==> config.mk <==
export PLATFORM = sky130hd
export DESIGN_NAME = sha256_byte_stream_hasher
export DESIGN_NICKNAME = d
export VERILOG_FILES = /design/src/rtl/core/sha256h_pkg.sv /design/src/rtl/core/sha256h_sched.sv /design/src/rtl/core/sha256h_round.sv /design/src/rtl/core/sha256_byte_stream_hasher.sv
export SDC_FILE = /design/constraint.sdc
export NUM_CORES = 2
export LEC_CHECK = 0
export ABC_AREA = 1
export BUFFER_PORTS_ARGS = -buffer_cell sky130_fd_sc_hd__buf_2
export CORE_MARGIN = 4
export CORE_UTILIZATION = 55
export CTS_CLUSTER_SIZE = 40
export DETAILED_ROUTE_END_ITERATION = 12
export MAX_ROUTING_LAYER = met4
export PLACE_DENSITY = 0.75
export SLEW_MARGIN = 10
export SYNTH_ARGS = -nofsm -noshare
export SYNTH_HDL_FRONTEND = slang
export SYNTH_SLANG_ARGS = --single-unit
==> constraint.sdc <==
create_clock -name aclk -period 45.8 [get_ports aclk]
set_input_delay 4.58 -clock aclk [delete_from_list [all_inputs] [get_ports aclk]]
set_output_delay 4.58 -clock aclk [all_outputs]
set_load 0.02 [all_outputs]
==> src/rtl/core/sha256h_pkg.sv <==
package sha256h_pkg;

    // Input action codes (carried on s_tuser)
    localparam logic [1:0] ACT_ABSORB        = 2'd0;
    localparam logic [1:0] ACT_ABSORB_FINISH = 2'd1;
    localparam logic [1:0] ACT_FINISH        = 2'd2;

    // Padding constants
    localparam logic [7:0] PAD_MARKER = 8'h80;
    localparam logic [7:0] PAD_ZERO   = 8'h00;
    localparam logic [5:0] LEN_POS    = 6'd56;
    localparam logic [5:0] BLOCK_LAST = 6'd63;
    localparam logic [5:0] ROUND_LAST = 6'd63;
    localparam logic [2:0] WORD_LAST  = 3'd7;
    localparam logic [63:0] BYTE_BITS = 64'd8;

    // Sequencer states
    typedef enum logic [2:0] {
        ST_IDLE,
        ST_PAD,
        ST_START,
        ST_ROUND,
        ST_FOLD,
        ST_EMIT
    } state_t;

    // Schedule window controls
    typedef struct packed {
        logic       load_byte;
        logic [7:0] load_val;
        logic       shift_word;
    } sched_ctl_t;

    // Round unit controls
    typedef struct packed {
        logic       init_vars;
        logic       step;
        logic       fold;
        logic       emit_shift;
        logic [2:0] emit_idx;
    } rnd_ctl_t;

    localparam logic [31:0] INIT_HASH [8] = '{
        32'h6a09e667, 32'hbb67ae85, 32'h3c6ef372, 32'ha54ff53a,
        32'h510e527f, 32'h9b05688c, 32'h1f83d9ab, 32'h5be0cd19
    };

    localparam logic [31:0] ROUND_K [64] = '{
        32'h428a2f98, 32'h71374491, 32'hb5c0fbcf, 32'he9b5dba5,
        32'h3956c25b, 32'h59f111f1, 32'h923f82a4, 32'hab1c5ed5,
        32'hd807aa98, 32'h12835b01, 32'h243185be, 32'h550c7dc3,
        32'h72be5d74, 32'h80deb1fe, 32'h9bdc06a7, 32'hc19bf174,
        32'he49b69c1, 32'hefbe4786, 32'h0fc19dc6, 32'h240ca1cc,
        32'h2de92c6f, 32'h4a7484aa, 32'h5cb0a9dc, 32'h76f988da,
        32'h983e5152, 32'ha831c66d, 32'hb00327c8, 32'hbf597fc7,
        32'hc6e00bf3, 32'hd5a79147, 32'h06ca6351, 32'h14292967,
        32'h27b70a85, 32'h2e1b2138, 32'h4d2c6dfc, 32'h53380d13,
        32'h650a7354, 32'h766a0abb, 32'h81c2c92e, 32'h92722c85,
        32'ha2bfe8a1, 32'ha81a664b, 32'hc24b8b70, 32'hc76c51a3,
        32'hd192e819, 32'hd6990624, 32'hf40e3585, 32'h106aa070,
        32'h19a4c116, 32'h1e376c08, 32'h2748774c, 32'h34b0bcb5,
        32'h391c0cb3, 32'h4ed8aa4a, 32'h5b9cca4f, 32'h682e6ff3,
        32'h748f82ee, 32'h78a5636f, 32'h84c87814, 32'h8cc70208,
        32'h90befffa, 32'ha4506ceb, 32'hbef9a3f7, 32'hc67178f2
    };

    function automatic logic [31:0] big_sig0(input logic [31:0] x);
        big_sig0 = {x[1:0], x[31:2]} ^ {x[12:0], x[31:13]} ^ {x[21:0], x[31:22]};
    endfunction

    function automatic logic [31:0] big_sig1(input logic [31:0] x);
        big_sig1 = {x[5:0], x[31:6]} ^ {x[10:0], x[31:11]} ^ {x[24:0], x[31:25]};
    endfunction

    function automatic logic [31:0] small_sig0(input logic [31:0] x);
        small_sig0 = {x[6:0], x[31:7]} ^ {x[17:0], x[31:18]} ^ (x >> 3);
    endfunction

    function automatic logic [31:0] small_sig1(input logic [31:0] x);
        small_sig1 = {x[16:0], x[31:17]} ^ {x[18:0], x[31:19]} ^ (x >> 10);
    endfunction

endpackage

==> src/rtl/core/sha256h_sched.sv <==
module sha256h_sched (
    input  logic                    aclk,
    input  sha256h_pkg::sched_ctl_t ctl,
    output logic [31:0]             w_cur
);
    import sha256h_pkg::*;

    // Block bytes and message schedule share one 512-bit window.
    // Word 0 sits in the top 32 bits.
    logic [511:0] win_reg;
    logic [511:0] win_next;
    logic [31:0]  w_new;

    // Next schedule word: W[t+16] from W[t], W[t+1], W[t+9], W[t+14]
    assign w_new = small_sig1(win_reg[511-32*14 -: 32]) + win_reg[511-32*9 -: 32]
                 + small_sig0(win_reg[511-32*1 -: 32]) + win_reg[511 -: 32];

    assign w_cur = win_reg[511 -: 32];

    always_comb begin
        win_next = win_reg;
        if (ctl.load_byte) begin
            win_next = {win_reg[503:0], ctl.load_val};
        end else if (ctl.shift_word) begin
            win_next = {win_reg[479:0], w_new};
        end
    end

    always_ff @(posedge aclk) begin
        win_reg <= win_next;
    end

endmodule

==> src/rtl/core/sha256h_round.sv <==
module sha256h_round (
    input  logic                  aclk,
    input  logic                  aresetn,
    input  sha256h_pkg::rnd_ctl_t ctl,
    input  logic [31:0]           round_k,
    input  logic [31:0]           w_cur,
    output logic [31:0]           digest_word
);
    import sha256h_pkg::*;

    logic [31:0] chain_reg [8];
    logic [31:0] chain_next [8];
    logic [31:0] var_reg [8];
    logic [31:0] var_next [8];
    logic [31:0] t1;
    logic [31:0] t2;
    logic [31:0] ch_val;
    logic [31:0] maj_val;

    // One compression round
    assign ch_val  = (var_reg[4] & var_reg[5]) ^ (~var_reg[4] & var_reg[6]);
    assign maj_val = (var_reg[0] & var_reg[1]) ^ (var_reg[0] & var_reg[2])
                   ^ (var_reg[1] & var_reg[2]);
    assign t1 = var_reg[7] + big_sig1(var_reg[4]) + ch_val + round_k + w_cur;
    assign t2 = big_sig0(var_reg[0]) + maj_val;

    assign digest_word = chain_reg[0];

    // Working variables
    always_comb begin
        var_next = var_reg;
        if (ctl.init_vars) begin
            var_next = chain_reg;
        end else if (ctl.step) begin
            var_next[7] = var_reg[6];
            var_next[6] = var_reg[5];
            var_next[5] = var_reg[4];
            var_next[4] = var_reg[3] + t1;
            var_next[3] = var_reg[2];
            var_next[2] = var_reg[1];
            var_next[1] = var_reg[0];
            var_next[0] = t1 + t2;
        end
    end

    // Chaining words: fold after a block, shift out and reload IV during output
    always_comb begin
        chain_next = chain_reg;
        if (ctl.fold) begin
            for (int i = 0; i < 8; i++) begin
                chain_next[i] = chain_reg[i] + var_reg[i];
            end
        end else if (ctl.emit_shift) begin
            for (int i = 0; i < 7; i++) begin
                chain_next[i] = chain_reg[i+1];
            end
            chain_next[7] = INIT_HASH[ctl.emit_idx];
        end
    end

    always_ff @(posedge aclk) begin
        if (!aresetn) begin
            chain_reg <= INIT_HASH;
        end else begin
            chain_reg <= chain_next;
        end
    end

    always_ff @(posedge aclk) begin
        var_reg <= var_next;
    end

endmodule

==> src/rtl/core/sha256_byte_stream_hasher.sv <==
// SHA-256 over a byte stream. Each s_ transaction carries one message byte
// (action absorb), one byte followed by finish, or a bare finish; action code
// 3 is dropped. Bytes are taken only in the idle state; the 64th byte of a block
// starts a compression (load, 64 rounds in the single round unit, fold into
// the chaining words) with s_tready low. Finish appends the 0x80
// marker, zeros and the 64-bit bit length one byte per cycle, with one or
// two compressions, then sends the digest as eight 32-bit m_ transactions,
// most significant word first, m_tlast on the eighth. The initial hash value
// is reloaded as the words leave, so the next message can follow at once.
module sha256_byte_stream_hasher (
    input  logic        aclk,
    input  logic        aresetn,
    input  logic        s_tvalid,
    output logic        s_tready,
    input  logic [7:0]  s_tdata,   // [7:0] data_byte
    input  logic [1:0]  s_tuser,   // [1:0] action
    output logic        m_tvalid,
    input  logic        m_tready,
    output logic [31:0] m_tdata,   // [31:0] digest_word
    output logic        m_tlast    // word_last
);
    import sha256h_pkg::*;

    state_t      state_reg, state_next;
    logic [5:0]  fill_reg, fill_next;
    logic [63:0] bits_reg, bits_next;
    logic        fin_reg, fin_next;
    logic        marker_reg, marker_next;
    logic        len_ok_reg, len_ok_next;
    logic        len_done_reg, len_done_next;
    logic [5:0]  rnd_reg, rnd_next;
    logic [2:0]  emit_reg, emit_next;

    logic        s_acc;
    logic        m_acc;
    logic        act_byte;
    logic        act_fin;
    logic        load;
    logic [5:0]  len_shamt;
    logic [7:0]  len_byte;
    logic [7:0]  pad_byte;
    logic [31:0] digest_word;

    sched_ctl_t  sched_ctl;
    rnd_ctl_t    rnd_ctl;
    logic [31:0] w_cur;

    assign s_acc    = s_tvalid && s_tready;
    assign m_acc    = m_tvalid && m_tready;
    assign act_byte = s_acc && (s_tuser == ACT_ABSORB || s_tuser == ACT_ABSORB_FINISH);
    assign act_fin  = s_acc && (s_tuser == ACT_ABSORB_FINISH || s_tuser == ACT_FINISH);
    assign load     = act_byte || (state_reg == ST_PAD);

    // Length byte for block positions 56..63, most significant first
    assign len_shamt = {~fill_reg[2:0], 3'b000};
    assign len_byte  = 8'(bits_reg >> len_shamt);

    always_comb begin
        if (!marker_reg) begin
            pad_byte = PAD_MARKER;
        end else if (len_ok_reg && fill_reg >= LEN_POS) begin
            pad_byte = len_byte;
        end else begin
            pad_byte = PAD_ZERO;
        end
    end

    // Next state
    always_comb begin
        state_next = state_reg;
        case (state_reg)
            ST_IDLE: begin
                if (act_byte && fill_reg == BLOCK_LAST) begin
                    state_next = ST_START;
                end else if (act_fin) begin
                    state_next = ST_PAD;
                end
            end
            ST_PAD: begin
                if (fill_reg == BLOCK_LAST) begin
                    state_next = ST_START;
                end
            end
            ST_START: state_next = ST_ROUND;
            ST_ROUND: begin
                if (rnd_reg == ROUND_LAST) begin
                    state_next = ST_FOLD;
                end
            end
            ST_FOLD: begin
                if (!fin_reg) begin
                    state_next = ST_IDLE;
                end else if (len_done_reg) begin
                    state_next = ST_EMIT;
                end else begin
                    state_next = ST_PAD;
                end
            end
            ST_EMIT: begin
                if (m_acc && emit_reg == WORD_LAST) begin
                    state_next = ST_IDLE;
                end
            end
            default: state_next = ST_IDLE;
        endcase
    end

    // Outputs and datapath controls
    always_comb begin
        s_tready             = 1'b0;
        m_tvalid             = 1'b0;
        sched_ctl.load_byte  = load;
        sched_ctl.load_val   = (state_reg == ST_PAD) ? pad_byte : s_tdata;
        sched_ctl.shift_word = 1'b0;
        rnd_ctl.init_vars    = 1'b0;
        rnd_ctl.step         = 1'b0;
        rnd_ctl.fold         = 1'b0;
        rnd_ctl.emit_shift   = 1'b0;
        rnd_ctl.emit_idx     = emit_reg;
        case (state_reg)
            ST_IDLE:  s_tready = 1'b1;
            ST_PAD:   ;
            ST_START: rnd_ctl.init_vars = 1'b1;
            ST_ROUND: begin
                rnd_ctl.step         = 1'b1;
                sched_ctl.shift_word = 1'b1;
            end
            ST_FOLD:  rnd_ctl.fold = 1'b1;
            ST_EMIT: begin
                m_tvalid           = 1'b1;
                rnd_ctl.emit_shift = m_tready;
            end
            default: ;
        endcase
    end

    assign m_tdata = digest_word;
    assign m_tlast = (emit_reg == WORD_LAST);

    // Counters and padding flags
    always_comb begin
        fill_next     = fill_reg;
        bits_next     = bits_reg;
        fin_next      = fin_reg;
        marker_next   = marker_reg;
        len_ok_next   = len_ok_reg;
        len_done_next = len_done_reg;
        rnd_next      = rnd_reg;
        emit_next     = emit_reg;

        if (load) begin
            fill_next = fill_reg + 6'd1;
        end
        if (act_byte) begin
            bits_next = bits_reg + BYTE_BITS;
        end
        if (act_fin) begin
            fin_next = 1'b1;
        end
        if (state_reg == ST_PAD) begin
            if (!marker_reg) begin
                marker_next = 1'b1;
                len_ok_next = (fill_reg < LEN_POS);
            end else if (len_ok_reg && fill_reg == BLOCK_LAST) begin
                len_done_next = 1'b1;
            end
        end
        // A fresh block after the marker always has room for the length
        if (state_reg == ST_FOLD && fin_reg && marker_reg) begin
            len_ok_next = 1'b1;
        end
        if (state_reg == ST_START) begin
            rnd_next = '0;
        end else if (state_reg == ST_ROUND) begin
            rnd_next = rnd_reg + 6'd1;
        end
        if (m_acc) begin
            emit_next = emit_reg + 3'd1;
            if (emit_reg == WORD_LAST) begin
                fill_next     = '0;
                bits_next     = '0;
                fin_next      = 1'b0;
                marker_next   = 1'b0;
                len_ok_next   = 1'b0;
                len_done_next = 1'b0;
            end
        end
    end

    always_ff @(posedge aclk) begin
        if (!aresetn) begin
            state_reg    <= ST_IDLE;
            fill_reg     <= '0;
            bits_reg     <= '0;
            fin_reg      <= 1'b0;
            marker_reg   <= 1'b0;
            len_ok_reg   <= 1'b0;
            len_done_reg <= 1'b0;
            rnd_reg      <= '0;
            emit_reg     <= '0;
        end else begin
            state_reg    <= state_next;
            fill_reg     <= fill_next;
            bits_reg     <= bits_next;
            fin_reg      <= fin_next;
            marker_reg   <= marker_next;
            len_ok_reg   <= len_ok_next;
            len_done_reg <= len_done_next;
            rnd_reg      <= rnd_next;
            emit_reg     <= emit_next;
        end
    end

    sha256h_sched u_sched (
        .aclk  (aclk),
        .ctl   (sched_ctl),
        .w_cur (w_cur)
    );

    sha256h_round u_round (
        .aclk        (aclk),
        .aresetn     (aresetn),
        .ctl         (rnd_ctl),
        .round_k     (ROUND_K[rnd_reg]),
        .w_cur       (w_cur),
        .digest_word (digest_word)
    );

endmodule
======== Word-level counts from Yosys, hierarchy flattened ========
Memories as Yosys holds them, arrays and structs flattened.
Cells that the tools add are included.
word-level totals
  register bits after elaboration ......... 1,110
  ROM bits ................................ 2,304
  bits of input ports ..................... 14
  output and inout port bits .............. 35
  logic and storage cells ................. 159
  memories ................................ 2
memories
  name             words  bits a word  rd ports  clocked after Yosys merged registers in  wr ports  line                              RTL
  (no name shown)  64     32           1         0                                        0         sha256_byte_stream_hasher.sv:224  .round_k (ROUND_K[rnd_reg]),
  (no name shown)  8      32           1         0                                        0         sha256h_round.sv:57               chain_next[7] = INIT_HASH[ctl.emit_idx];
operators by class
  $add $sub $neg .......................... 22
  $lt $le $gt $ge ......................... 4
  equal/unequal tests ..................... 14
  shift operators ......................... 1
  mux-type cells .......................... 49
  bitwise operators ....................... 21
  reduce and logical (&&, ||, !) cells .... 20
operators with widths
  cell                                                  number
  2-to-1 mux 256 bit                                    4
  2-to-1 mux 512 bit                                    2
  adder 32 bit                                          18
  bitwise XOR 32 bit                                    9
  2-to-1 mux 64 bit                                     3
  bitwise AND 32 bit                                    5
  2-to-1 mux 32 bit                                     4
  adder 64 x 4 -> 64 bit (second input constant)        1
  >> shifter 64 x 6 -> 8 bit                            1
  NOT 32 bit                                            1
  bitwise XOR 32 x 22 -> 32 bit                         1
  bitwise XOR 32 x 29 -> 32 bit                         1
  2-to-1 mux 8 bit                                      3
  2-to-1 mux 1 bit                                      22
  2-to-1 mux 3 bit                                      7
  2-to-1 mux 6 bit                                      3
  case mux 3 bit (6 select lines)                       1
  adder 6 x 1 -> 6 bit (second input constant)          2
  equality test 6 bit (second input constant)           2
  logical AND 1 bit                                     10
  equality test 3 bit (second input constant)           3
  >= comparator 7 bit (second input constant)           1
  NOT 6 -> 7 bit                                        1
  equality test 3 x 2 -> 1 bit (second input constant)  2
  19 further kinds                                      24

======== Depth between registers and ports, before layout ========
  word-level depth ........................ 9
  gate-level depth with buffers ........... 41
  gate-level depth less buffers ........... 40

======== Cells and area by module ========
From an unflattened synthesis, not the netlist that was laid out.
unflattened totals
  cell total of the unflattened synthesis .. 11,302
  area total of the unflattened synthesis .. 83,382.5 um^2
modules (own cells, without submodules)
  module                     instances  cells each  area each (um^2)  sequential area each (um^2)
  sha256h_round              1          7,041       48,666.7          12,812.3
  sha256h_sched              1          2,900       26,910.8          15,374.7
  sha256_byte_stream_hasher  1          1,361       7,805.0           1,661.6

======== Worst setup path before layout ========
Ideal clock, no wire load.
  path kind ............................... input to register
  start ................................... input s_tuser[0]
  end ..................................... register u_sched.win_reg[0] (enable)
  setup time .............................. 3,640 ps
  arrival ................................. 14,174 ps
  required time ........................... 42,160 ps
  slack ................................... 27,986 ps
  stages .................................. 8
  buffers on the path ..................... 2
  path through ............................ inv_1 -> ha_1 -> nor2_1 -> nor2_4 -> nor2_2 -> clkbuf_1 -> clkbuf_1 -> nand2_1
between the ends
  word-level cells in the longest chain between the ends .. 5
  elaborated cells between the ends (all ways) .. 6
  classes of those cells .................. 1 x eq/ne; 5 x reduce/logical
ends and longest elaborated chain
  what                                                                      line                             RTL
  start, declared                                                           sha256_byte_stream_hasher.sv:16  input logic [1:0] s_tuser,
  equality test 2 x 1 -> 1 bit / logical NOT 2 bit (equally long branches)  sha256_byte_stream_hasher.sv:50  assign act_byte = s_acc && (s_tuser == ACT_ABSORB || s_tuser == ACT_ABSORB_FINISH);
  logical OR 1 bit *                                                        sha256_byte_stream_hasher.sv:50
  logical AND 1 bit *                                                       sha256_byte_stream_hasher.sv:50
  logical OR 1 bit *                                                        sha256_byte_stream_hasher.sv:52  assign load = act_byte || (state_reg == ST_PAD);
  nonzero test 2 bit (no line) *                                            n/a
  end signal, assigned                                                      sha256h_sched.sv:30              win_reg <= win_next;
  end, declared                                                             sha256h_sched.sv:10              logic [511:0] win_reg;
Mark *: on every way between the ends. The rest lies on a longest branch, timed or not.
A chain may end at the register's enable or synchronous reset.

======== Worst setup path after layout ========
  start ................................... input s_tuser[1]
  end ..................................... register u_sched.win_reg[13] (enable)
Same word-level chain as after synthesis.

==> metrics.md <==
| Metric | Value |
|---|---|
| Status | finished clean |
| CTS hold repair buffers | 0 |
| DRC marker count from the first detailed-route iteration | 10804 |
| Source of the worst hold timing path | fin_reg$_SDFF_PN0_ |
| Antenna violations before repair | 6 |
| Synth async-reset ratio | 0% |
| Clock-pin slew on the worst setup and hold paths | 0.06 ns |
| Die Span X | 392.2 um |
| Std-Cell Rows | 140 |
| Number of cells on the worst hold path | 2 |
| Post-CTS setup buffers | 0 |
| Core box area | 146100 sq um |
| Count of buffers inserted at the top-level ports | 48 |
| Number of global-route vias before repair | 71637 |
| Inserted Clock Buffers | 130 |
| Proportion of synthesized chip area in sequential cells | 36.77% |
| Minimum period implied by the final worst setup slack | 8.967 ns |
| Post-synth top area cell | sky130_fd_sc_hd__edfxtp_1 |
| Data required time at the worst endpoint | 46.19 ns |
| Flop and latch count out of synthesis | 1107 |
| Layout Area Growth over Synthesis | 6.938% |
| Fraction of layout instances using a drive strength above 1 | 3.950% |
| Global-route wire length before repair | 454.4 mm |
| Y dimension of the die | 392.2 um |
| CTS max path bufs | 3 |
| Clock latency on the worst-skew pair | 0.80 ns |
| Placer congestion estimate | 1.092 |
| Number of hold-slack violations in the final timing report | 0 |
| TritonCTS clock tree | yes |
| Main area contributors after synthesis | sky130_fd_sc_hd__edfxtp_1 28%, sky130_fd_sc_hd__nand2_1 15%, sky130_fd_sc_hd__dfxtp_1 8.4% |
| Unrepaired setup endpoints after global routing | false |
| # resized after CTS | 0 |
| Setup slack, reg-to-reg | 37.27 ns |
| HPWL after detailed placement | 233.7 mm |
| Number of max-capacitance violations reported | 0 |
| Setup-violating endpoint count in the final report | 0 |
| Capture endpoint of the worst hold path | fin_reg$_SDFF_PN0_ |
| Highest clock rate | 111.5 MHz |
| Minimum setup slack in the final design | 36.83 ns |
| Reg-to-reg endpoint | u_round.var_reg[251]$_DFFE_PP_ |
| Ratio of routed vias to standard cells | 6.146 |
| Dpl cell area | 82300 sq um |
| Worst max-slew margin expressed relative to the limit | 19.57% |
| Yosys warning total | 0 |
| Pre-CTS worst setup slack | 36.06 ns |
| Drt total wl | 310.0 mm |
| Hold crit path type | reg2reg |
| Post-Route Utilization | 59.42% |
| Total vias in the final route | 77314 |
| Worst clock skew | 0.06985 ns |
| Reg2reg path depth | 30 |
| Number of distinct library cell variants in the gate-level netlist after synthesis | 69 |
| Gr ovfl total | 0 |
| Post-DRT Antenna Nets | 0 |
| Max FFs per register | 512 |
| Clk Tree Root Cell | sky130_fd_sc_hd__clkbuf_16 |
| Clock net sink count | 1107 |
| Arrival time reported for the critical path endpoint | 9.35 ns |
| Wire per inst | 24.64 um |
| Largest net degree at the start of global routing | 232 |
| Post-synth net total | 11430 |
| Synthesized cell area | 81170 sq um |
| Global routing usage summed across all routing layers | 40.53% |
| Count leader, synth | sky130_fd_sc_hd__nand2_1 |
| Worst Tran Pin Value | 1.207 ns |
| List of most frequent post-synthesis cells | 3214 x sky130_fd_sc_hd__nand2_1, 1163 x sky130_fd_sc_hd__inv_1, 940 x sky130_fd_sc_hd__o21ai_0, 768 x sky130_fd_sc_hd__edfxtp_1, 742 x sky130_fd_sc_hd__a21oi_1 |
| DRC violation count after routing | 0 |
| Effective utilization at floorplan | 55.56% |
| Number of iterations in the first detailed-routing pass | 10 |
| Gate count after technology mapping | 10807 |
| Startpoint type of the worst setup path | primary input |
| Final Max Slew Viols | 0 |
| Commonest register cell after synthesis | sky130_fd_sc_hd__edfxtp_1 |
| FF-to-FF Start | rnd_reg[0]$_SDFFE_PP0P_ |
| IO Pins | 49 |
| Post-synth EDFFs | 768 |
| Fin area | 86800 sq um |
| Net count reported at finish | 11172 |
| Number of H-tree levels | 4 |
| Final setup TNS | 0 ns |
| Total die area | 153800 sq um |
| Share of Yosys cell area claimed by the top area cell type | 28.41% |
| Critical path peak fanout | 88 |
| Kind of end point of the critical path | flip-flop |
| Mapped Avg Cell Area | 7.511 sq um |
| Critical setup path kind | in2reg |
| Post-route clock period utilization | 19.58% |
-- routing by layer --
metal | wire (um) | vias up | part of all wire (%) | track usage [%]
li1 | - | 35273 | - | -
met5 | 0 | - | 0 | -
met1 | 126600 | 36437 | 41 | 55.84
met4 | 16700 | 0 | 5.4 | 17.57
met3 | 42350 | 886 | 14 | 12.02
met2 | 124400 | 4718 | 40 | 55.06
-- layout by cell type (no fill, tap or decap), types with 13 or more instances in the layout --
cell                           n
sky130_fd_sc_hd__o21bai_1     70
sky130_fd_sc_hd__maj3_1       20
sky130_fd_sc_hd__nand3_1     488
sky130_fd_sc_hd__ha_1        413
sky130_fd_sc_hd__a31oi_1      58
sky130_fd_sc_hd__buf_4        50
sky130_fd_sc_hd__a31o_2       15
sky130_fd_sc_hd__dfxtp_1     338
sky130_fd_sc_hd__edfxtp_1    768
sky130_fd_sc_hd__or2_2        36
sky130_fd_sc_hd__o211ai_1     56
sky130_fd_sc_hd__a221oi_1     18
sky130_fd_sc_hd__clkinv_1     19
sky130_fd_sc_hd__o21a_1       32
sky130_fd_sc_hd__a21oi_1     742
sky130_fd_sc_hd__clkbuf_16   132
sky130_fd_sc_hd__nor2_1      703
sky130_fd_sc_hd__fa_1        196
sky130_fd_sc_hd__nand2_1    3210
sky130_fd_sc_hd__nand3b_1     24
sky130_fd_sc_hd__xnor2_1     190
sky130_fd_sc_hd__nand4_1     113
sky130_fd_sc_hd__clkinv_2     19
sky130_fd_sc_hd__o21ai_0     940
sky130_fd_sc_hd__a21boi_0     35
sky130_fd_sc_hd__nor3_1      117
sky130_fd_sc_hd__clkbuf_1     31
sky130_fd_sc_hd__mux2_2       21
sky130_fd_sc_hd__a21o_1       38
sky130_fd_sc_hd__o21ai_1      30
sky130_fd_sc_hd__nor4_1       28
sky130_fd_sc_hd__inv_1      1162
sky130_fd_sc_hd__a211oi_1     21
sky130_fd_sc_hd__o221ai_1     23
sky130_fd_sc_hd__buf_2        48
sky130_fd_sc_hd__inv_2        13
sky130_fd_sc_hd__xor2_1      257
-- cell type report --
type                    instances  area [sq um]
inverters                    1183          4462
repair buffers                103         715.7
diodes                          6         15.01
clock inverters                72         998.5
multi-input cells            8024         44870
clock buffers                 168          3488
fillers                     13486         59290
well taps                    1917          2399
flip-flops and latches       1107         29850
-- how the worst max path moves through the flow --
stage / from / endpoint / slack [ns] / depth (start not counted)
4_1_cts: s_tuser[1] / u_sched.win_reg[13]$_DFFE_PP_ / 36.89 / 10
6_report: s_tuser[1] / u_sched.win_reg[13]$_DFFE_PP_ / 36.83 / 10
5_1_grt: s_tuser[1] / u_sched.win_reg[13]$_DFFE_PP_ / 36.52 / 10
3_3_place_gp: s_tuser[0] / u_sched.win_reg[101]$_DFFE_PP_ / 36.19 / 10
2_1_floorplan: s_tuser[0] / u_sched.win_reg[0]$_DFFE_PP_ / 27.99 / 8
3_5_place_dp: s_tuser[1] / u_sched.win_reg[4]$_DFFE_PP_ / 36.06 / 10
-- logic make-up after synthesis --
family / after synthesis / synth area share (%)
xor gates and xnor gates: 447 / 4.823
DFF: 1107 / 36.77
muxes: 29 / 0.3900
and+or+nand+nor: 4776 / 23.95
adders and majority gates: 629 / 11.45
buffers and inverters: 1676 / 8.002
AOI/OAI and AO/OA: 2143 / 14.61
-- worst max-delay path, stage by stage --
cell                      delay (ns)
sky130_fd_sc_hd__buf_2          0.10
sky130_fd_sc_hd__inv_1          0.07
sky130_fd_sc_hd__ha_1           0.15
sky130_fd_sc_hd__nor2_1         0.07
sky130_fd_sc_hd__nor2_4         0.60
sky130_fd_sc_hd__nor2_4         0.16
sky130_fd_sc_hd__nand2_4        0.84
sky130_fd_sc_hd__buf_4          0.80
sky130_fd_sc_hd__buf_4          0.84
sky130_fd_sc_hd__buf_4          0.88
-- through the flow --
stage | cells | hold WS, ns
floorplan | 10807 | 0.4321
global placement | 12334 | 0.4451
detailed placement | 12334 | 0.4501
CTS | 12574 | 0.4597
global route | 12579 | 0.4969
finish | 12580 | 0.4634
Power is not shown: default switching activity piles up to over one toggle a cycle in this logic, so the estimate is an artifact.
